$ cat src/rtl/core/jet_pkg.sv
package jet_pkg;

	localparam int COORD_BITS = 12;
	localparam int FRAC_BITS  = 28;
	localparam int ITER_BITS  = 12;

	localparam int GRAY_BITS  = 8;
	localparam int CFG_IDX_W  = 3;
	localparam int CFG_DATA_W = 32;
	localparam int ORIGIN_W   = 32;
	localparam int STEP_W     = 31;
	localparam int SEED_W     = 32;

	localparam int IN_TDATA_W  = ((2 * COORD_BITS + 7) / 8) * 8;
	localparam int OUT_TDATA_W = ((GRAY_BITS + ITER_BITS + 7) / 8) * 8;

	// start point width and width after an update, z register takes the larger
	localparam int ZW_START = COORD_BITS + STEP_W + 2;
	localparam int ZW_UPD   = FRAC_BITS + 5;
	localparam int ZW       = (ZW_START > ZW_UPD) ? ZW_START : ZW_UPD;
	localparam int MW       = FRAC_BITS + 2;
	localparam int PW       = 2 * MW;
	localparam int PX_W     = COORD_BITS + STEP_W;
	localparam int NUM_W    = ITER_BITS + GRAY_BITS;

	localparam int DIV_STEPS = GRAY_BITS;
	localparam int DIV_CNT_W = $clog2(DIV_STEPS);

	localparam logic signed [ZW-1:0] Z_LIM = ZW'(1) << (FRAC_BITS + 1);
	localparam logic [PW-1:0] MAG_FOUR = PW'(1) << (2 * FRAC_BITS + 2);
	localparam logic [ITER_BITS-1:0] MAX_ITER_RST = ITER_BITS'(128);

	localparam logic [CFG_IDX_W-1:0] REG_ORIGIN_REAL = 3'd0;
	localparam logic [CFG_IDX_W-1:0] REG_ORIGIN_IMAG = 3'd1;
	localparam logic [CFG_IDX_W-1:0] REG_STEP_REAL   = 3'd2;
	localparam logic [CFG_IDX_W-1:0] REG_STEP_IMAG   = 3'd3;
	localparam logic [CFG_IDX_W-1:0] REG_SEED_REAL   = 3'd4;
	localparam logic [CFG_IDX_W-1:0] REG_SEED_IMAG   = 3'd5;
	localparam logic [CFG_IDX_W-1:0] REG_MAX_ITER    = 3'd6;

	typedef struct packed {
		logic signed [ORIGIN_W-1:0] origin_real;
		logic signed [ORIGIN_W-1:0] origin_imag;
		logic [STEP_W-1:0]          step_real;
		logic [STEP_W-1:0]          step_imag;
		logic signed [SEED_W-1:0]   seed_real;
		logic signed [SEED_W-1:0]   seed_imag;
		logic [ITER_BITS-1:0]       max_iterations;
	} cfg_t;

	typedef struct packed {
		logic load;
		logic mul;
		logic upd;
		logic finish;
		logic esc;
		logic div_step;
		logic out_write;
	} cmd_t;

	typedef struct packed {
		logic at_max;
		logic out_range;
		logic sum_esc;
		logic out_busy;
	} status_t;

endpackage

$ cat src/rtl/core/jet_cfg.sv
module jet_cfg (
	input  logic                            clk,
	input  logic                            arst_n,
	input  logic                            cfg_valid,
	output logic                            cfg_ready,
	input  logic [jet_pkg::CFG_IDX_W-1:0]   cfg_index,
	input  logic [jet_pkg::CFG_DATA_W-1:0]  cfg_data,
	output jet_pkg::cfg_t                   cfg
);
	import jet_pkg::*;

	cfg_t regs_q;

	assign cfg_ready = 1'b1;
	assign cfg       = regs_q;

	always_ff @(posedge clk or negedge arst_n) begin
		if (!arst_n) begin
			regs_q.origin_real    <= '0;
			regs_q.origin_imag    <= '0;
			regs_q.step_real      <= '0;
			regs_q.step_imag      <= '0;
			regs_q.seed_real      <= '0;
			regs_q.seed_imag      <= '0;
			regs_q.max_iterations <= MAX_ITER_RST;
		end else if (cfg_valid && cfg_ready) begin
			unique case (cfg_index)
				REG_ORIGIN_REAL: regs_q.origin_real <= cfg_data[ORIGIN_W-1:0];
				REG_ORIGIN_IMAG: regs_q.origin_imag <= cfg_data[ORIGIN_W-1:0];
				REG_STEP_REAL:   regs_q.step_real   <= cfg_data[STEP_W-1:0];
				REG_STEP_IMAG:   regs_q.step_imag   <= cfg_data[STEP_W-1:0];
				REG_SEED_REAL:   regs_q.seed_real   <= cfg_data[SEED_W-1:0];
				REG_SEED_IMAG:   regs_q.seed_imag   <= cfg_data[SEED_W-1:0];
				REG_MAX_ITER:    regs_q.max_iterations <= cfg_data[ITER_BITS-1:0];
				default: begin
				end
			endcase
		end
	end

endmodule

$ cat config.mk
export PLATFORM = sky130hd
export DESIGN_NAME = jet_cfg
export DESIGN_NICKNAME = d
export VERILOG_FILES = /design/src/rtl/core/jet_pkg.sv /design/src/rtl/core/jet_cfg.sv
export SDC_FILE = /design/constraint.sdc
export NUM_CORES = 1
export LEC_CHECK = 0
export BUFFER_PORTS_ARGS = -buffer_cell sky130_fd_sc_hd__buf_2
export CORE_UTILIZATION = 45
export CTS_BUF_LIST = sky130_fd_sc_hd__clkbuf_8
export DETAILED_ROUTE_END_ITERATION = 10
export PLACE_DENSITY = 0.72
export SLEW_MARGIN = 40
export SYNTH_ARGS = -nofsm -noshare
export SYNTH_HDL_FRONTEND = slang
export SYNTH_SLANG_ARGS = --single-unit
$ cat constraint.sdc
create_clock -name clk -period 1 [get_ports clk]
set_input_delay 0.1 -clock clk [delete_from_list [all_inputs] [get_ports clk]]
set_output_delay 0.1 -clock clk [all_outputs]
set_load 0.05 [all_outputs]
==> flow_metrics.py, run 1 <==
metrics = {
    "global_route": {
        "antenna_found_initial": 0,
        "grt_max_degree": 47,
        "grt.total_usage_pct": 26.3,
        "grt_pass1_wl_um": 35300,
        "grt_overflow": 0,
        "grt_pass1_vias": 5984,
    },
    "critical_path": {
        "r2r_cells": 3,
        "crit_family": "flip-flops",
        "path_class": "reg -> out",
        "cp_slowest_cell": "dfstp_2",
        "rr_startpoint": "cfg[68]$_DFFE_PN0P_",
        "reg2reg_slack_ns": -0.05,
        "slowest_delay_ns": 0.56,
        "worst-path-buf-inv": 1,
        "critPathRequiredTime_ns": 0.90,
        "crit_arrival_ns": 1.21,
        "endpoint_kind": "primary output",
        "crit_path_start_kind": "flop",
        "reg2reg_to": "cfg[68]$_DFFE_PN0P_",
        "crit_fanout": 2,
        "crit_chain": "buf_8",
    },
    "routing": {
        "routedWlPerCell_um": 21.4,
        "firstDrtPassIters": 4,
        "routed_wl_um": 23300,
        "dr_total_vias": 5427,
        "drc": 0,
        "postRouteAntennaNets": 0,
        "drt_iter0_markers": 180,
        "vias_per_cell": 4.99,
    },
    "pwr": {
        "peakVddDrop_v": 0.00176,
        "leakagePower_nw": 6.19,
        "p_comb_share_pct": 44.6,
        "power.internal_mw": 21.0,
        "power_density_nw_per_um2": 2720,
        "net-switching-power_mw": 13.6,
        "pwr-share-clk_pct": 22.2,
        "power_mw": 34.6,
        "switching_share_pct": 39.4,
        "pwr-share-seq_pct": 33.2,
    },
    "timing": {
        "fin_skew_ns": 0,
        "slew_violations": 0,
        "timing.final.ws_setup_ns": -0.309,
        "hold_viol": 0,
        "fmax_mhz": 764,
        "fin_crit_sh_pct": 131,
        "rsz0062_at_grt": "true",
        "holdWs_ns": 0.0396,
        "period_minus_slack_ns": 1.31,
        "finalSetupViolations": 216,
    },
    "status": {
        "violations": "setup timing",
        "status": "complete, but fails checks",
    },
    "flow_run": {
        "cap_violations": 0,
    },
    "clock_tree": {
        "cts_buffers": 34,
        "clkTransAtPathRegs_ns": 0.07,
        "cts.sinks": 202,
        "root_buffer": "clkbuf_8",
        "cts_tree": "done",
        "h-tree-depth": 2,
        "clk_latency_ns": 0.50,
        "clock_path_buffers": 3,
    },
    "yosys": {
        "syn-cell-area_um2": 7660,
        "synth_cells": 436,
        "synth_seq_cells": 202,
        "synth_warnings": 0,
        "synth_cell_type_count": 14,
        "synth-seq-area-share_pct": 66.0,
        "avgSynthCellArea_um2": 17.6,
        "syn-num-nets": 474,
    },
    "floorplan": {
        "rows": 47,
        "die_w_um": 132,
        "die_h_um": 132,
        "die_area_um2": 17500,
        "design.portCount": 241,
        "start_util_pct": 46.2,
        "core_area_um2": 16600,
    },
    "cells_and_area": {
        "diodes": 0,
        "largest_reg_flops": 202,
        "utilization_pct": 76.8,
        "drive_gt1_share_pct": 69.1,
        "areaGrowthSynthToFinish_pct": 66.2,
        "nets": 882,
        "n_fill_cell": 908,
    },
    "place": {
        "dp_slack_ns": -0.412,
        "portBuffers": 239,
        "place_congestion": 0.763,
        "dp_hpwl_um": 12800,
    },
    "hold_path": {
        "hold_class": "in -> async",
    },
}
-- Yosys cell counts, drive strengths merged --
cell | n | area, um^2
dfstp | 1 | 26.3
nand4b | 3 | 26.3
buf | 24 | 168
and4bb | 2 | 25.0
mux2 | 202 | 2350
nor4b | 1 | 23.8
conb | 1 | 3.75
dfrtp | 201 | 5030
nor4bb | 1 | 10.0
-- per-stage QoR --
stage          std cells  setup TNS (ns)  instance area [um^2]
2_1_floorplan        436          -28.47                  8080
3_3_place_gp         889          -60.98                  9590
3_5_place_dp         889          -67.41                  9590
4_1_cts             1047          -35.98                 12400
5_1_grt             1088          -41.32                 12700
6_report            1088          -32.16                 12700
-- metal layers --
metal	vias to the layer above	GRT usage [%]	wire, um
met5	-	0	0
met4	0	8.17	451
met3	35	7.55	1510
met2	210	46.0	12200
met1	2823	31.4	9110
li1	2359	-	-
-- worst max-delay path by stage --
stage,startpoint,endpoint,cells after the start
floorplan,cfg_index[0],cfg[170]$_DFFE_PN0P_,4
global placement,cfg_index[2],cfg[138]$_DFFE_PN0P_,4
detailed placement,cfg_index[1],cfg[196]$_DFFE_PN0P_,4
CTS,cfg[7]$_DFFE_PN1P_,cfg[7],1
global route,cfg[7]$_DFFE_PN1P_,cfg[7],1
finish,cfg[7]$_DFFE_PN1P_,cfg[7],1
-- final cells by class --
class                      count  area [um^2]  share of cell area, %
clock inverter                13         80.1                  0.629
clock buffer                  47          647                   5.08
timing repair buffer         396         3930                   30.8
tap                          220          275                   2.16
multi-input combinational    210         2750                   21.6
sequential                   202         5060                   39.7
-- power groups by stage --
| stage | logic, mW | clock network, mW | registers [mW] |
|---|---|---|---|
| 2_1_floorplan | 2.21 | 0 | 17.4 |
| 3_3_place_gp | 11.4 | 0 | 11.0 |
| 3_5_place_dp | 11.5 | 0 | 11.1 |
| 4_1_cts | 14.7 | 7.80 | 11.4 |
| 5_1_grt | 15.9 | 8.25 | 11.7 |
| 6_report | 15.4 | 7.71 | 11.5 |
-- cell usage in the layout (no fill, tap or decap) --
cell type      instances
dfstp_2                1
clkinv_2               4
buf_4                105
clkbuf_8              48
inv_1                  8
buf_8                  1
mux2_1                22
dfrtp_1              201
buf_6                206
bufinv_16              1
dlygate4sd3_1         33
mux2_2                82
mux2_4                98
nand4b_1               3
buf_12                14
nor4b_4                1
conb_1                 1
nor4bb_4               1
buf_2                 36
and4bb_2               2
-- what timing repair did --
item,4_1_cts,5_1_grt
hold buffers,33,0
setup endpoints to repair,202,202
endpoints found under the hold margin,404,0
setup buffers,65,41
resized for setup,405,6
-- kinds of logic after synthesis --
logic type	share of synthesized area [%]
muxes	30.6
DFF	66.0
buffers and inverters	2.19
and+or+nand+nor	1.11
other	0.0490
Note: power is estimated with default switching activity, not from simulation.
==> run 2, diff against run 1 <==
Settings changed: PLACE_DENSITY 0.72 to 0.75.
Clock period 1 ns to 1.2 ns, I/O delays scaled along.
==> run 2 against run 1 <==
Against the previous run: flip-flop and latch count unchanged; register-to-register slack better by 0.20 ns; the run still ends with setup timing left; sequential power down 17%; sequential share of layout area up 1.7 points; wire length down 1.9%; hold slack better by 0.087 ns; cell count down 3.7%; clock skew unchanged; cell area down 4.2%; global-route usage down 0.92 points; combinational power down 21%; count of clock-buffer cells in the layout down 4.
==> flow_metrics.py, run 2 (synthesis results as in run 1) <==
metrics = {
    "place": {
        "place_congestion": 0.774,
        "place_area_um2": 9430,
        "dp_hpwl_um": 13000,
        "placed_cells": 892,
        "portBuffers": 239,
    },
    "timing": {
        "fin_setup_tns_ns": -0.114,
        "fin_crit_sh_pct": 108,
        "finalSetupViolations": 4,
        "hold_viol": 0,
        "slew_violations": 0,
        "fin_skew_ns": 0,
        "rsz0062_at_grt": "true",
        "timing.final.ws_setup_ns": -0.102,
        "period_minus_slack_ns": 1.30,
        "fmax_mhz": 768,
    },
    "floorplan": {
        "die_h_um": 132,
        "rows": 47,
        "start_util_pct": 46.2,
        "core_area_um2": 16600,
        "design.portCount": 241,
        "die_area_um2": 17500,
        "die_w_um": 132,
    },
    "cells_and_area": {
        "fin_area_um2": 12200,
        "nets": 846,
        "drive_gt1_share_pct": 65.6,
        "areaGrowthSynthToFinish_pct": 59.3,
        "layout_common_cells": "201 x dfrtp_1, 200 x buf_6, 113 x mux2_2",
        "diodes": 0,
        "largest_reg_flops": 202,
        "layout.cells.non_filler": 1048,
        "final_common_cell": "dfrtp_1",
    },
    "routing": {
        "postRouteAntennaNets": 0,
        "routed_wl_um": 22800,
        "firstDrtPassIters": 4,
        "dr_total_vias": 5345,
        "drc": 0,
        "routedWlPerCell_um": 21.8,
        "vias_per_cell": 5.10,
        "drt_iter0_markers": 187,
    },
    "clock_tree": {
        "cts.sinks": 202,
        "h-tree-depth": 2,
        "cts_tree": "done",
        "cts_buffers": 34,
        "clock_path_buffers": 3,
        "root_buffer": "clkbuf_8",
        "clkTransAtPathRegs_ns": 0.06,
        "clk_latency_ns": 0.48,
    },
    "global_route": {
        "grt_overflow": 0,
        "grt.total_usage_pct": 25.4,
        "grt_pass1_wl_um": 34200,
        "antenna_found_initial": 1,
        "grt_pass1_vias": 5873,
        "grt_max_degree": 41,
    },
    "critical_path": {
        "reg2reg_slack_ns": 0.15,
        "critPathRequiredTime_ns": 1.08,
        "cp-startpoint": "cfg[7]$_DFFE_PN1P_",
        "slowest_delay_ns": 0.55,
        "reg2reg_to": "cfg[171]$_DFFE_PN0P_",
        "worst-path-buf-inv": 1,
        "rr_startpoint": "cfg[171]$_DFFE_PN0P_",
        "path_class": "reg -> out",
        "crit_fanout": 2,
        "cp_slowest_cell": "dfstp_2",
        "endpoint_kind": "primary output",
        "crit_path_start_kind": "flop",
        "crit_arrival_ns": 1.18,
        "crit_chain": "buf_8",
        "r2r_cells": 3,
        "crit_family": "flip-flops",
        "worst-path-stages": 1,
    },
    "hold_path": {
        "hold_class": "in -> async",
    },
    "status": {
        "violations": "setup timing",
        "status": "complete, but fails checks",
    },
    "pwr": {
        "power_density_nw_per_um2": 2280,
        "leakagePower_nw": 5.84,
        "peakVddDrop_v": 0.00136,
    },
    "flow_run": {
        "cap_violations": 0,
    },
}
## run 2: how the worst max path moves through the flow
stage	to	slack, ns
after global routing	cfg[7]	-0.15
after global placement	cfg[76]$_DFFE_PN0P_	-0.23
final	cfg[7]	-0.10
after detailed placement	cfg[81]$_DFFE_PN0P_	-0.25
after CTS	cfg[7]	-0.14
after floorplan	cfg[170]$_DFFE_PN0P_	-0.07
## run 2: where the power goes
part	switching [mW]	total [mW]	internal, mW
registers	1.25	9.59	8.34
clock network	2.64	6.05	3.41
logic	7.28	12.2	4.90
total	11.2	27.8	16.6
## run 2: area by class of cell
type,count,area (um^2)
sequential,202,5060
fill,948,4380
timing repair buffer,360,3620
multi-input combinational,210,2580
clock buffer,43,592
tap,220,275
clock inverter,13,76.3
## run 2: timing repair
item	in CTS	in global routing
pin swaps	0	0
buffers inserted	21	46
gates resized for setup	390	14
hold endpoints to repair	404	0
hold buffers	33	0
setup endpoints to repair	202	145
## run 2: per-layer routing
metal | share of wire [%] | track usage (%) | vias up
li1 | - | - | 2303
met1 | 38 | 29.7 | 2731
met2 | 52 | 44.9 | 252
met3 | 7.4 | 7.20 | 57
met4 | 3.1 | 8.30 | 2
met5 | 0.057 | 0 | -
## run 2: per-stage QoR
step | setup slack, ns | total power [mW] | hold WS [ns] | util, %
2_1_floorplan | -0.0684 | 16.1 | -0.176 | -
3_3_place_gp | -0.227 | 18.4 | 0.0702 | 56.9
3_5_place_dp | -0.254 | 18.6 | 0.0745 | 56.9
4_1_cts | -0.141 | 27.0 | 0.116 | 71.2
5_1_grt | -0.149 | 28.7 | 0.153 | 73.6
6_report | -0.102 | 27.8 | 0.126 | 73.6
==> run 3, diff against run 2 <==
Settings changed: CELL_PAD_IN_SITES_DETAIL_PLACEMENT from default to 0, CELL_PAD_IN_SITES_GLOBAL_PLACEMENT from default to 1, CORE_UTILIZATION 45 to 39, PLACE_DENSITY 0.75 to default, PLACE_DENSITY_LB_ADDON from default to 0.1.
==> run 3 against run 2 <==
Against the previous run: the run still ends with setup timing left; sequential power fell by 1%; via count fell by 3.7%; die area rose by 15%; global-route usage fell by 4.3 points; non-clock buffer count fell by 4; hold slack improved by 0.0047 ns; fmax fell by 2.1%; register-to-register slack barely moved; core utilization fell by 9.2 points; cell area barely moved; clock skew did not move; critical path type unchanged; largest cell class unchanged.
==> flow_metrics.py, run 3 (synthesis results as in run 1) <==
metrics = {
    "cells_and_area": {
        "n_fill_cell": 1435,
        "drive_gt1_share_pct": 65.1,
        "largest_reg_flops": 202,
        "seq_area_um2": 5060,
        "multi_input_area_um2": 2580,
        "areaGrowthSynthToFinish_pct": 59.4,
        "diodes": 0,
        "utilization_pct": 64.4,
        "nets": 843,
        "layout_common_cells": "201 x dfrtp_1, 201 x buf_6, 113 x mux2_2",
        "fin_area_um2": 12200,
    },
    "routing": {
        "postRouteAntennaNets": 0,
        "dr_total_vias": 5146,
        "vias_per_cell": 4.72,
        "drt_iter0_markers": 97,
        "firstDrtPassIters": 4,
        "routed_wl_um": 20700,
        "drc": 0,
        "routedWlPerCell_um": 18.9,
    },
    "timing": {
        "timing.final.ws_setup_ns": -0.129,
        "period_minus_slack_ns": 1.33,
        "fmax_mhz": 752,
        "slew_violations": 0,
        "hold_viol": 0,
        "finalSetupViolations": 13,
        "fin_crit_sh_pct": 111,
        "fin_skew_ns": 0,
        "rsz0062_at_grt": "true",
    },
    "clock_tree": {
        "cts_buffers": 35,
        "cts.sinks": 202,
        "clock_path_buffers": 3,
        "clkTransAtPathRegs_ns": 0.06,
        "h-tree-depth": 2,
        "root_buffer": "clkbuf_8",
        "clk_latency_ns": 0.51,
        "cts_tree": "done",
    },
    "status": {
        "violations": "setup timing",
        "status": "complete, but fails checks",
    },
    "critical_path": {
        "crit_path_start_kind": "flop",
        "crit_fanout": 2,
        "slowest_delay_ns": 0.55,
        "crit_family": "flip-flops",
        "path_class": "reg -> out",
        "crit_chain": "buf_8",
        "cp_slowest_cell": "dfstp_2",
        "critPathRequiredTime_ns": 1.08,
        "crit_arrival_ns": 1.21,
        "worst-path-buf-inv": 1,
        "endpoint_kind": "primary output",
    },
    "global_route": {
        "grt_max_degree": 41,
        "grt_pass1_wl_um": 32400,
        "grt_pass1_vias": 5663,
        "grt_overflow": 0,
        "antenna_found_initial": 0,
        "grt.total_usage_pct": 21.1,
    },
    "floorplan": {
        "core_area_um2": 19000,
        "die_area_um2": 20200,
        "design.portCount": 241,
        "die_h_um": 142,
        "die_w_um": 142,
        "start_util_pct": 40.4,
        "rows": 50,
    },
    "hold_path": {
        "hold_class": "in -> async",
    },
    "pwr": {
        "leakagePower_nw": 5.82,
        "peakVddDrop_v": 0.00111,
        "power_density_nw_per_um2": 2230,
    },
    "flow_run": {
        "cap_violations": 0,
    },
    "place": {
        "place_area_um2": 9520,
        "place_congestion": 0.755,
        "dp_hpwl_um": 13200,
        "portBuffers": 239,
    },
}
-- run 3: path summary, 6_finish.rpt --
check	start	end	slack [ns]	cells after the start
hold reg to reg	cfg[67]$_DFFE_PN0P_	cfg[67]$_DFFE_PN0P_	0.51	1
hold / removal	arst_n	cfg[133]$_DFFE_PN0P_	0.13	2
min in group clk	cfg_index[1]	cfg[11]$_DFFE_PN0P_	0.27	4
setup / recovery	cfg[7]$_DFFE_PN1P_	cfg[7]	-0.13	1
max in group asynchronous	arst_n	cfg[80]$_DFFE_PN0P_	0.47	3
setup reg to reg	cfg[185]$_DFFE_PN0P_	cfg[185]$_DFFE_PN0P_	0.15	3
-- run 3: report_power, final --
group	internal [mW]	total [mW]	switching, mW
combinational	4.81	11.9	7.12
sequential	8.34	9.47	1.13
clock	3.12	5.85	2.73
total	16.3	27.3	11.0
-- run 3: final cells by class --
type / count / share of cell area (%)
tap: 260 / 2.67
sequential: 202 / 41.4
clock buffer: 41 / 4.62
timing repair buffer: 356 / 29.4
clock inverter: 22 / 0.820
multi-input combinational: 210 / 21.1
-- run 3: through the flow --
stage,setup TNS [ns],setup slack [ns],total power [mW],std cells,hold WS (ns)
global route,-5.86,-0.176,28.4,1091,0.120
finish,-0.246,-0.129,27.3,1091,0.131
detailed placement,-30.36,-0.240,18.6,939,0.0953
CTS,-2.21,-0.141,27.2,1066,0.109
floorplan,-3.47,-0.0684,16.1,436,-0.176
global placement,-24.93,-0.202,18.5,939,0.0871
-- run 3: repair_timing --
item	in CTS	in global routing
setup buffers	31	25
endpoints found under the setup margin	202	200
hold buffers	33	0
resized for setup	405	0
hold endpoints to repair	404	0
-- run 3: layer usage --
| metal | global-route usage [%] | part of all wire, % | wire (um) |
|---|---|---|---|
| met5 | 0 | 0 | 0 |
| met4 | 5.38 | 1.5 | 307 |
| met3 | 6.39 | 6.2 | 1270 |
| met2 | 35.7 | 51 | 10500 |
| met1 | 26.3 | 41 | 8540 |
-- run 3: worst reg2reg max path: stages, from the launching register on --
cell and delay, ns:
dfrtp_1 0.39, buf_4 0.14, buf_4 0.12, mux2_1 0.28
