$ cat src/rtl/core/jet_pkg.sv
package jet_pkg;

	localparam int COORD_BITS = 12;
	localparam int FRAC_BITS  = 28;
	localparam int ITER_BITS  = 12;

	localparam int GRAY_BITS  = 8;
	localparam int CFG_IDX_W  = 3;
	localparam int CFG_DATA_W = 32;
	localparam int ORIGIN_W   = 32;
	localparam int STEP_W     = 31;
	localparam int SEED_W     = 32;

	localparam int IN_TDATA_W  = ((2 * COORD_BITS + 7) / 8) * 8;
	localparam int OUT_TDATA_W = ((GRAY_BITS + ITER_BITS + 7) / 8) * 8;

	// start point width and width after an update, z register takes the larger
	localparam int ZW_START = COORD_BITS + STEP_W + 2;
	localparam int ZW_UPD   = FRAC_BITS + 5;
	localparam int ZW       = (ZW_START > ZW_UPD) ? ZW_START : ZW_UPD;
	localparam int MW       = FRAC_BITS + 2;
	localparam int PW       = 2 * MW;
	localparam int PX_W     = COORD_BITS + STEP_W;
	localparam int NUM_W    = ITER_BITS + GRAY_BITS;

	localparam int DIV_STEPS = GRAY_BITS;
	localparam int DIV_CNT_W = $clog2(DIV_STEPS);

	localparam logic signed [ZW-1:0] Z_LIM = ZW'(1) << (FRAC_BITS + 1);
	localparam logic [PW-1:0] MAG_FOUR = PW'(1) << (2 * FRAC_BITS + 2);
	localparam logic [ITER_BITS-1:0] MAX_ITER_RST = ITER_BITS'(128);

	localparam logic [CFG_IDX_W-1:0] REG_ORIGIN_REAL = 3'd0;
	localparam logic [CFG_IDX_W-1:0] REG_ORIGIN_IMAG = 3'd1;
	localparam logic [CFG_IDX_W-1:0] REG_STEP_REAL   = 3'd2;
	localparam logic [CFG_IDX_W-1:0] REG_STEP_IMAG   = 3'd3;
	localparam logic [CFG_IDX_W-1:0] REG_SEED_REAL   = 3'd4;
	localparam logic [CFG_IDX_W-1:0] REG_SEED_IMAG   = 3'd5;
	localparam logic [CFG_IDX_W-1:0] REG_MAX_ITER    = 3'd6;

	typedef struct packed {
		logic signed [ORIGIN_W-1:0] origin_real;
		logic signed [ORIGIN_W-1:0] origin_imag;
		logic [STEP_W-1:0]          step_real;
		logic [STEP_W-1:0]          step_imag;
		logic signed [SEED_W-1:0]   seed_real;
		logic signed [SEED_W-1:0]   seed_imag;
		logic [ITER_BITS-1:0]       max_iterations;
	} cfg_t;

	typedef struct packed {
		logic load;
		logic mul;
		logic upd;
		logic finish;
		logic esc;
		logic div_step;
		logic out_write;
	} cmd_t;

	typedef struct packed {
		logic at_max;
		logic out_range;
		logic sum_esc;
		logic out_busy;
	} status_t;

endpackage

$ cat src/rtl/core/jet_ctrl.sv
module jet_ctrl (
	input  logic              clk,
	input  logic              arst_n,
	input  logic              in_valid,
	output logic              in_ready,
	input  jet_pkg::status_t  status,
	output jet_pkg::cmd_t     cmd
);
	import jet_pkg::*;

	typedef enum logic [4:0] {
		ST_IDLE  = 5'b00001,
		ST_CHECK = 5'b00010,
		ST_UPD   = 5'b00100,
		ST_DIV   = 5'b01000,
		ST_OUT   = 5'b10000
	} state_t;

	state_t               state_q, state_d;
	logic [DIV_CNT_W-1:0] div_cnt_q;

	assign in_ready = (state_q == ST_IDLE);

	always_comb begin
		state_d = state_q;
		cmd     = '0;
		unique case (state_q)
			ST_IDLE: begin
				if (in_valid) begin
					cmd.load = 1'b1;
					state_d  = ST_CHECK;
				end
			end
			ST_CHECK: begin
				priority if (status.at_max) begin
					cmd.finish = 1'b1;
					state_d    = ST_DIV;
				end else if (status.out_range) begin
					cmd.finish = 1'b1;
					cmd.esc    = 1'b1;
					state_d    = ST_DIV;
				end else begin
					cmd.mul = 1'b1;
					state_d = ST_UPD;
				end
			end
			ST_UPD: begin
				if (status.sum_esc) begin
					cmd.finish = 1'b1;
					cmd.esc    = 1'b1;
					state_d    = ST_DIV;
				end else begin
					cmd.upd = 1'b1;
					state_d = ST_CHECK;
				end
			end
			ST_DIV: begin
				cmd.div_step = 1'b1;
				if (div_cnt_q == '0) begin
					state_d = ST_OUT;
				end
			end
			ST_OUT: begin
				if (!status.out_busy) begin
					cmd.out_write = 1'b1;
					state_d       = ST_IDLE;
				end
			end
			default: begin
				state_d = ST_IDLE;
			end
		endcase
	end

	always_ff @(posedge clk or negedge arst_n) begin
		if (!arst_n) begin
			state_q   <= ST_IDLE;
			div_cnt_q <= '0;
		end else begin
			state_q <= state_d;
			if (cmd.finish) begin
				div_cnt_q <= DIV_CNT_W'(DIV_STEPS - 1);
			end else if (cmd.div_step) begin
				div_cnt_q <= div_cnt_q - DIV_CNT_W'(1);
			end
		end
	end

endmodule

$ cat config.mk
export PLATFORM = sky130hd
export DESIGN_NAME = jet_ctrl
export DESIGN_NICKNAME = d
export VERILOG_FILES = /design/src/rtl/core/jet_pkg.sv /design/src/rtl/core/jet_ctrl.sv
export SDC_FILE = /design/constraint.sdc
export NUM_CORES = 1
export LEC_CHECK = 0
export ABC_CLOCK_PERIOD_IN_PS = 1700
export BUFFER_PORTS_ARGS = -buffer_cell sky130_fd_sc_hd__buf_2
export CORE_MARGIN = 2
export CORE_UTILIZATION = 39
export DETAILED_ROUTE_END_ITERATION = 8
export PLACE_DENSITY = 0.61
export SYNTH_ARGS = -nofsm -noshare
export SYNTH_HDL_FRONTEND = slang
export SYNTH_SLANG_ARGS = --single-unit
$ cat constraint.sdc
create_clock -name clk -period 1.7 [get_ports clk]
set_clock_uncertainty 0.05 [all_clocks]
set_input_delay 0.085 -clock clk [delete_from_list [all_inputs] [get_ports clk]]
set_output_delay 0.085 -clock clk [all_outputs]
set_load 0.01 [all_outputs]
==> results of run 1 <==
layout make-up:
| type | count | area [µm²] | share of cell area, % |
|---|---|---|---|
| Timing Repair Buffer | 20 | 123 | 17.4 |
| Clock buffer | 4 | 26.3 | 3.73 |
| Multi-Input combinational cell | 46 | 314 | 44.6 |
| Tap cell | 15 | 18.8 | 2.66 |
| Inverter | 5 | 18.8 | 2.66 |
| Sequential cell | 8 | 204 | 29.0 |
power by group through the flow:
stage	clock (mW)	combinational (mW)	sequential [mW]
4_1_cts	0.167	0.418	0.327
5_1_grt	0.179	0.491	0.348
2_1_floorplan	0	0.290	0.318
6_report	0.157	0.429	0.335
3_3_place_gp	0	0.407	0.325
3_5_place_dp	0	0.407	0.329
registers in the layout, summed over array words and instances, names as in the netlist:
signal	flops
div_cnt_q	3
state_q	5
metal layers:
layer / track usage (%) / vias up
li1: - / 271
met1: 24.1 / 243
met2: 32.0 / 16
met3: 8.15 / 0
met4: 0 / 0
met5: 0 / -
critical path: cells and delay by family (launching register included):
| family | cells | cell delay [ns] |
|---|---|---|
| and+or+nand+nor | 2 | 0.78 |
| DFF | 1 | 0.44 |
| AOI/OAI and AO/OA | 1 | 0.26 |
kinds of logic after synthesis:
logic type | share of synthesized area [%]
and+or+nand+nor | 35.5
AOI/OAI and AO/OA | 15.5
DFF | 37.4
buffers and inverters | 6.96
adders and majority gates | 4.64
stage by stage:
stage               TNS (ns)  cell area, µm²  instances
global placement           0             624         90
global route        -0.00223             704         98
finish                     0             704         98
detailed placement         0             624         90
CTS                        0             693         98
floorplan                  0             539         61
cells in the final DEF, fill, tap and decap left out, types with 3 or more instances in the layout:
master and instances:
dlygate4sd3_1 3, nor2_1 4, o21ai_0 6, buf_2 14
nand2_1 3, clkbuf_4 3, dfrtp_1 5, buf_4 3
inv_1 5
final timing paths:
| check | cells after the start | startpoint | endpoint |
|---|---|---|---|
| min in group asynchronous | 2 | arst_n | div_cnt_q[2] |
| max | 3 | state_q[3] | state_q[0] |
| min | 3 | in_valid | state_q[0] |
| min reg2reg | 2 | div_cnt_q[1] | div_cnt_q[1] |
| max in group asynchronous | 2 | arst_n | state_q[0] |
| max reg2reg | 3 | state_q[3] | state_q[0] |
timing repair:
action                     4_1_cts  5_1_grt
hold buffers                     3        0
pin swaps                        1        2
gates resized for setup          1        4
hold endpoints to repair         9        0
setup buffers                    1        0
setup endpoints to repair        3        4
==> metrics.txt, run 1 <==
Fillers=133; 1st-pass router iterations=4; period utilization=95.3%; CP max-delay cell=dfrtp_2; layout cells sized above 1=36.1%; Nets=93; Yosys reg bits=8; Post-synth EDFFs=0; YS warnings=0; Die Width=41.2 µm; Final Setup Violations=0; IR drop worst, VDD=629 µV; ranking of synthesized cells by area=dfrtp_1 32%, o21ai_0 5.6%, dfstp_2 4.9%; routed via count=530; vias in the first global route=470; worst hold path type=input pin to register; ant diodes=0; Seq/Total Area, Yosys=37.4%; utilization after layout=54.1%; crit path kind=register to register; Root Buffer=clkbuf_4; Worst Path Max Fanout=9; CP startpoint kind=register; clk buf depth=2; Cell Chain, Critical Path=or3b_1 > or3_1 > a32o_1; DRT antenna net count=0; Worst Path Required=about 1.8 ns; metal1 wirelength=556 µm; synthesized cell area=approximately 540 µm²; Die ar.=0.00170 mm²; met3 WL=between 70 and 80 µm; Max-Cap Viols=0; Cell variety after synth=30; Post-synth ARST share=100%; H-tree depth=1; Switching Share=38.3%; CTS tree=yes; Clock Latency Late Sink=0.26 ns; final hold vios=0; Largest stage delay, worst path=0.44 ns; count leader, synth=dfrtp_1; drt wl/cell=around 12 µm; Syn Nets=70; Detailed Route WL=1.21 mm; global route overflow=0; crit path DAT=1.74 ns; Layout area overhead=30.6%; routed length on met2=586 µm; Power Dens Cells=between 1000 and 1500 mW/mm²; Avg Cell Area, Syn=~9 µm²; DR iter-0 viols=6; Synth area leader=dfrtp_1; first-pass GRT wire length=just over 2 mm; fmax=0.617 GHz; Internal Pwr Total=568 µW; Port Buffers=14; Net Sw Power=352 µW; via density per instance=5.41; Min Hold Slack=0.100 ns; final worst setup slack=0.0799 ns; Inserted Clock Buffers=3; Placeable Area=0.00130 mm²; run status=complete, no violations; ys flop type=dfrtp_1; slew at the pin closest to its max-slew limit=0.418 ns; clk slew on worst S/H paths=0.06 ns; Overall Power=around 920 µW; Die Y=roughly 41 µm; IO Pins=15; largest net degree at the start of global routing=10; Initial Util=41.4%; Final Critical Period=1.62 ns; all-layer global routing usage=19.1%; Worst Setup End Kind=register; pre-CTS setup slack=0.105 ns; Sink Count=8; Lkg Pwr=0.364 nW; Slew Viols, Final=0; Seq pwr share=36.4%; # DRC=0; uppermost layer routed=met3; Post-synth top cells=7 x dfrtp_1, 6 x o21ai_0, 5 x inv_1, 5 x nor2_1; setup slack, reg-to-reg=0.08 ns; row count=13; relative slew slack=72.0%; GP Congestion=~0.84; antenna violations before repair=0; cells after synthesis=61; Gate power share=between 40% and 50%; DP Wirelength=920 µm; area share of the largest cell type after synthesis=between 30 and 40%; Clock power frac=17.0%
Power figures use the tool's default switching activity.
==> run 2, diff against run 1 <==
--- a/config.mk
+++ b/config.mk
@@ -6,11 +6,12 @@
 export NUM_CORES = 1
 export LEC_CHECK = 0
 export ABC_CLOCK_PERIOD_IN_PS = 1700
-export BUFFER_PORTS_ARGS = -buffer_cell sky130_fd_sc_hd__buf_2
 export CORE_MARGIN = 2
 export CORE_UTILIZATION = 39
+export CTS_BUF_LIST = sky130_fd_sc_hd__clkbuf_2
 export DETAILED_ROUTE_END_ITERATION = 8
-export PLACE_DENSITY = 0.61
+export DONT_BUFFER_PORTS = 1
+export PLACE_DENSITY = 0.51
 export SYNTH_ARGS = -nofsm -noshare
 export SYNTH_HDL_FRONTEND = slang
 export SYNTH_SLANG_ARGS = --single-unit
==> metrics.txt, run 2 (same netlist as run 1, synthesis figures left out) <==
ant diodes=0 (unchanged); Sum Neg Setup Slack=0 ns (unchanged); Largest stage delay, worst path=0.49 ns (+0.05 ns); most frequent cells in the layout=7 x dfrtp_1, 5 x inv_1, 5 x nor2_1, 5 x o21ai_0; Die Y=41.2 µm (unchanged); drt wl/cell=14.2 µm (+15%); all-layer global routing usage=18.3% (-0.80 points); CP max-delay cell=dfrtp_1; Overall Power=847 µW (-7.9%); 1st-pass router iterations=4 (unchanged); DP Wirelength=865 µm (-5.9%); worst hold path type=input pin to register; Worst Setup End Kind=register; pre-CTS setup slack=0.149 ns (+0.0434 ns); most common cell after layout, fill and taps aside=dfrtp_1; Die ar.=0.00170 mm² (unchanged); area of the multi-input gates=310 µm² (-1.2%); Slew Viols, Final=0 (unchanged); DP Area=562 µm² (-10%); row count=13 (unchanged); crit path buf inv count=0 (unchanged); slew at the pin closest to its max-slew limit=0.439 ns (+0.0210 ns); run status=complete, no violations; H-tree depth=1 (unchanged); Layout area overhead=18.6%; hold path start=status[1]; layout cells sized above 1=22.5% (-14 points); Worst Path Required=1.82 ns (about the same); clk buf depth=2 (unchanged); Cell Chain, Critical Path=or2_2 > or3_1 > a32o_1; GP Congestion=0.790 (-6.2%); Clock Latency Late Sink=0.24 ns (-0.02 ns); CP startpoint kind=register; crit path DAT=1.70 ns (-0.04 ns); Worst Path Max Fanout=9 (unchanged); Placeable Area=0.00130 mm² (unchanged); antenna violations before repair=0 (unchanged); Port Buffers=0 (-14); Hold Path End=state_q[1]; max reg flops=5 (unchanged); final hold vios=0 (unchanged); vias in the first global route=466 (-0.85%); crit path kind=register to register; worst-case reg-to-reg path depth=3 (unchanged); Root Buffer=clkbuf_2; # DRC=0 (unchanged); period utilization=93.3% (-2.0 points); final worst setup slack=0.115 ns (+0.0348 ns); first-pass GRT wire length=1.97 mm (-5.0%); CTS tree=yes; setup slack, reg-to-reg=0.11 ns (+0.03 ns); IO Pins=15 (unchanged); global route overflow=0 (unchanged); via density per instance=5.71 (+5.6%); Reg-to-Reg End=state_q[0]; Crit path max-delay family=simple AND/OR/NAND/NOR gates; routed via count=491 (-7.4%); DR iter-0 viols=13 (+7); DRT antenna net count=0 (unchanged); Max-Cap Viols=0 (unchanged); Largest regs=state_q (5), div_cnt_q (3); Power Dens Cells=1320 mW/mm² (+1.4%); register area=201 µm² (-1.2%); cell area after layout=639 µm² (-9.2%); Fillers=129 (-3.0%); relative slew slack=70.3% (-1.7 points); clk slew on worst S/H paths=0.07 ns (about the same); Initial Util=41.4% (unchanged); Reg2Reg Launch Point=state_q[4]; IR drop worst, VDD=505 µV (-20%); Min-Delay Path Depth=3 (unchanged); Final Setup Violations=0 (unchanged); Lkg Pwr=0.310 nW (-15%); Die Width=41.2 µm (unchanged); Sink Count=8 (unchanged); largest net degree at the start of global routing=10 (unchanged); Detailed Route WL=1.22 mm (+0.66%); Final Critical Period=1.59 ns (-0.0348 ns); largest register by flop count=state_q; Inserted Clock Buffers=3 (unchanged); RSZ-0062 raised after global routing=false; utilization after layout=49.1% (-5.0 points); fmax=0.631 GHz (+2.2%); Nets=81 (-13%)
run 2: area by class of cell:
| cell class | instances | area share [%] |
|---|---|---|
| Multi-Input combinational cell | 46 | 48.5 |
| Sequential cell | 8 | 31.5 |
| Timing Repair Buffer | 8 | 11.0 |
| Clock buffer | 4 | 3.13 |
| Inverter | 5 | 2.94 |
| Tap cell | 15 | 2.94 |
run 2: stage by stage:
stage	hold WS, ns	std cells
after global routing	0.0631	86
final	0.0434	86
after floorplan	-0.261	61
after CTS	0.0291	86
after global placement	-0.260	77
after detailed placement	-0.260	77
run 2: worst max-delay path by stage:
stage	from	end	cells after the start
3_5_place_dp	state_q[4]	state_q[0]	3
2_1_floorplan	state_q[3]	state_q[0]	3
4_1_cts	state_q[1]	cmd[2]	4
6_report	state_q[4]	state_q[0]	3
3_3_place_gp	state_q[4]	state_q[0]	3
5_1_grt	state_q[2]	cmd[3]	3
run 2: report_power, final:
group          internal (mW)  leakage, nW  total, mW  switching, mW
sequential             0.265       0.0967      0.316         0.0511
combinational          0.185        0.196      0.405          0.220
clock                 0.0625       0.0166      0.126         0.0637
run 2: what timing repair did:
action                                 CTS  global route
setup endpoints to repair                3             2
setup buffers                            1             0
endpoints found under the hold margin   10             0
hold buffers                             4             0
resized for setup                        1             2
cloned                                   0             0
pin swaps                                1             0
run 2: routing by layer:
layer	wire [µm]	global-route usage (%)	share of wire, %
met4	5	6.45	0.41
met5	0	0	0
met1	580	21.8	48
met3	52	8.70	4.3
met2	582	28.5	48
run 2: worst min-delay path, cell delays in order:
cell     delay (ns)
nor2_1         0.02
a21oi_1        0.13
nor4_1         0.06
==> run 3, diff against run 2 <==
--- a/config.mk
+++ b/config.mk
@@ -5,7 +5,7 @@
 export SDC_FILE = /design/constraint.sdc
 export NUM_CORES = 1
 export LEC_CHECK = 0
-export ABC_CLOCK_PERIOD_IN_PS = 1700
+export ABC_CLOCK_PERIOD_IN_PS = 1730
 export CORE_MARGIN = 2
 export CORE_UTILIZATION = 39
 export CTS_BUF_LIST = sky130_fd_sc_hd__clkbuf_2
==> constraint.sdc (replaced) <==
create_clock -name clk -period 1.73 [get_ports clk]
set_clock_uncertainty 0.05 [all_clocks]
set_input_delay 0.0865 -clock clk [delete_from_list [all_inputs] [get_ports clk]]
set_output_delay 0.0865 -clock clk [all_outputs]
set_load 0.01 [all_outputs]
==> metrics.txt, run 3 (same netlist as run 1, synthesis figures left out) <==
first-pass GRT wire length=1.91 mm (-3.1%); Die Width=41.2 µm (unchanged); Root Buffer=clkbuf_2; Worst Setup End Kind=register; # DRC=0 (unchanged); Post-Layout Cell Count=85 (-1.2%); CP max-delay cell=dfrtp_1; DP Wirelength=845 µm (-2.4%); Overall Power=820 µW (-3.2%); final worst setup slack=0.0695 ns (-0.0452 ns); crit path kind=register to register; Final Setup Violations=0 (unchanged); global route overflow=0 (unchanged); Cells after DPL=76 (-1.3%); CP startpoint kind=register; via density per instance=5.86 (+2.6%); RSZ-0062 raised after global routing=false; Layout area overhead=17.2%; Cell Chain, Critical Path=or3b_1 > or3_1 > a32o_1; max reg flops=5 (unchanged); Max-Cap Viols=0 (unchanged); Port Buffers=0 (unchanged); Largest regs=state_q (5), div_cnt_q (3); pre-CTS setup slack=0.138 ns (-0.0106 ns); clk buf depth=2 (unchanged); cell area after layout=632 µm² (-1.2%); antenna violations before repair=0 (unchanged); crit path DAT=1.78 ns (+0.08 ns); Clock Latency Late Sink=0.25 ns (about the same); Crit path max-delay family=simple AND/OR/NAND/NOR gates; largest net degree at the start of global routing=10 (unchanged); largest register by flop count=state_q; H-tree depth=1 (unchanged); Power Dens Cells=1300 mW/mm² (-2.0%); relative slew slack=71.5% (+1.1 points); drt wl/cell=13.7 µm (-3.5%); DRT antenna net count=0 (unchanged); Inserted Clock Buffers=3 (unchanged); GP Congestion=0.781 (-1.2%); Gate power share=45.2% (-2.6 points); row count=13 (unchanged); Final Critical Period=1.66 ns (+0.0752 ns); all-layer global routing usage=18.4% (+0.14 points); vias in the first global route=442 (-5.2%); IR drop worst, VDD=521 µV (+3.1%); fmax=0.602 GHz (-4.5%); crit path buf inv count=0 (unchanged); period utilization=96.0% (+2.7 points); Seq pwr share=38.9% (+1.6 points); 1st-pass router iterations=4 (unchanged); Nets=80 (-1.2%); Die ar.=0.00170 mm² (unchanged); DR iter-0 viols=7 (-6); Clock power frac=15.9% (+1.0 points); worst hold path type=input pin to register; routed via count=498 (+1.4%); Internal Pwr Total=492 µW (-3.9%); Net Sw Power=328 µW (-2.0%); DP Area=554 µm² (-1.3%); Sink Count=8 (unchanged); Largest stage delay, worst path=0.49 ns (about the same); Detailed Route WL=1.16 mm (-4.7%); CTS tree=yes; most common cell after layout, fill and taps aside=dfrtp_1; slew at the pin closest to its max-slew limit=0.422 ns (-0.0170 ns); clk slew on worst S/H paths=0.10 ns (+0.03 ns); run status=complete, no violations; ant diodes=0 (unchanged); Initial Util=41.4% (unchanged); final hold vios=0 (unchanged); Slew Viols, Final=0 (unchanged); IO Pins=15 (unchanged); Worst Path Max Fanout=9 (unchanged); Worst Path Required=1.85 ns (+0.03 ns); layout cells sized above 1=21.4% (-1.1 points); Sum Neg Setup Slack=0 ns (unchanged); Die Y=41.2 µm (unchanged); Placeable Area=0.00130 mm² (unchanged); Switching Share=40.0% (+0.46 points); most frequent cells in the layout=7 x dfrtp_1, 5 x inv_1, 5 x nor2_1, 5 x o21ai_0; Lkg Pwr=0.304 nW (-1.7%)
-- run 3: cell types whose count changed in the layout (fill, tap and decap cells not counted), sizes merged --
cell  change
buf       -1
-- run 3: worst paths after layout --
check	end	start	slack, ns	depth (start not counted)
setup reg to reg	state_q[0]	state_q[3]	0.07	3
setup / recovery	state_q[0]	state_q[3]	0.07	3
min in group asynchronous	state_q[3]	arst_n	0.13	1
hold reg to reg	div_cnt_q[1]	div_cnt_q[1]	0.48	2
max in group asynchronous	state_q[0]	arst_n	1.16	1
hold / removal	state_q[1]	status[1]	0.04	3
-- run 3: final cells by class --
class,count,area (µm²)
clock buffer,4,20.0
multi-input combinational,46,310
fill,138,669
inverter,5,18.8
tap,15,18.8
sequential,8,201
timing repair buffer,7,62.6
-- run 3: per-layer routing --
| metal | vias to the layer above | part of all wire (%) | global-route usage, % |
|---|---|---|---|
| met4 | 0 | 1.0 | 9.68 |
| li1 | 243 | - | - |
| met1 | 239 | 47 | 21.5 |
| met2 | 14 | 46 | 27.3 |
| met3 | 2 | 5.7 | 9.24 |
| met5 | - | 0 | 0 |
-- run 3: through the flow --
step,util [%],hold WS [ns]
after detailed placement,42.6,-0.259
after global placement,42.6,-0.259
final,48.6,0.0397
after global routing,48.6,0.0707
after floorplan,-,-0.259
after CTS,47.6,0.0444
-- run 3: power groups by stage --
stage               logic, mW  registers (mW)  clock network [mW]
global placement        0.352           0.323                   0
detailed placement      0.354           0.321                   0
finish                  0.371           0.319               0.130
global route            0.430           0.330               0.142
floorplan               0.285           0.313                   0
CTS                     0.373           0.318               0.135
-- run 3: repair_timing --
action | CTS | global route
pin swaps | 0 | 1
endpoints found under the hold margin | 10 | 0
resized for setup | 1 | 2
setup endpoints to repair | 2 | 3
hold buffers | 4 | 0
buffers inserted | 0 | 1
-- run 3: worst register-to-register path: stages, from the launching register on --
cell and delay, ns:
dfrtp_1 0.49, or3b_1 0.43, or3_1 0.35, a32o_1 0.25
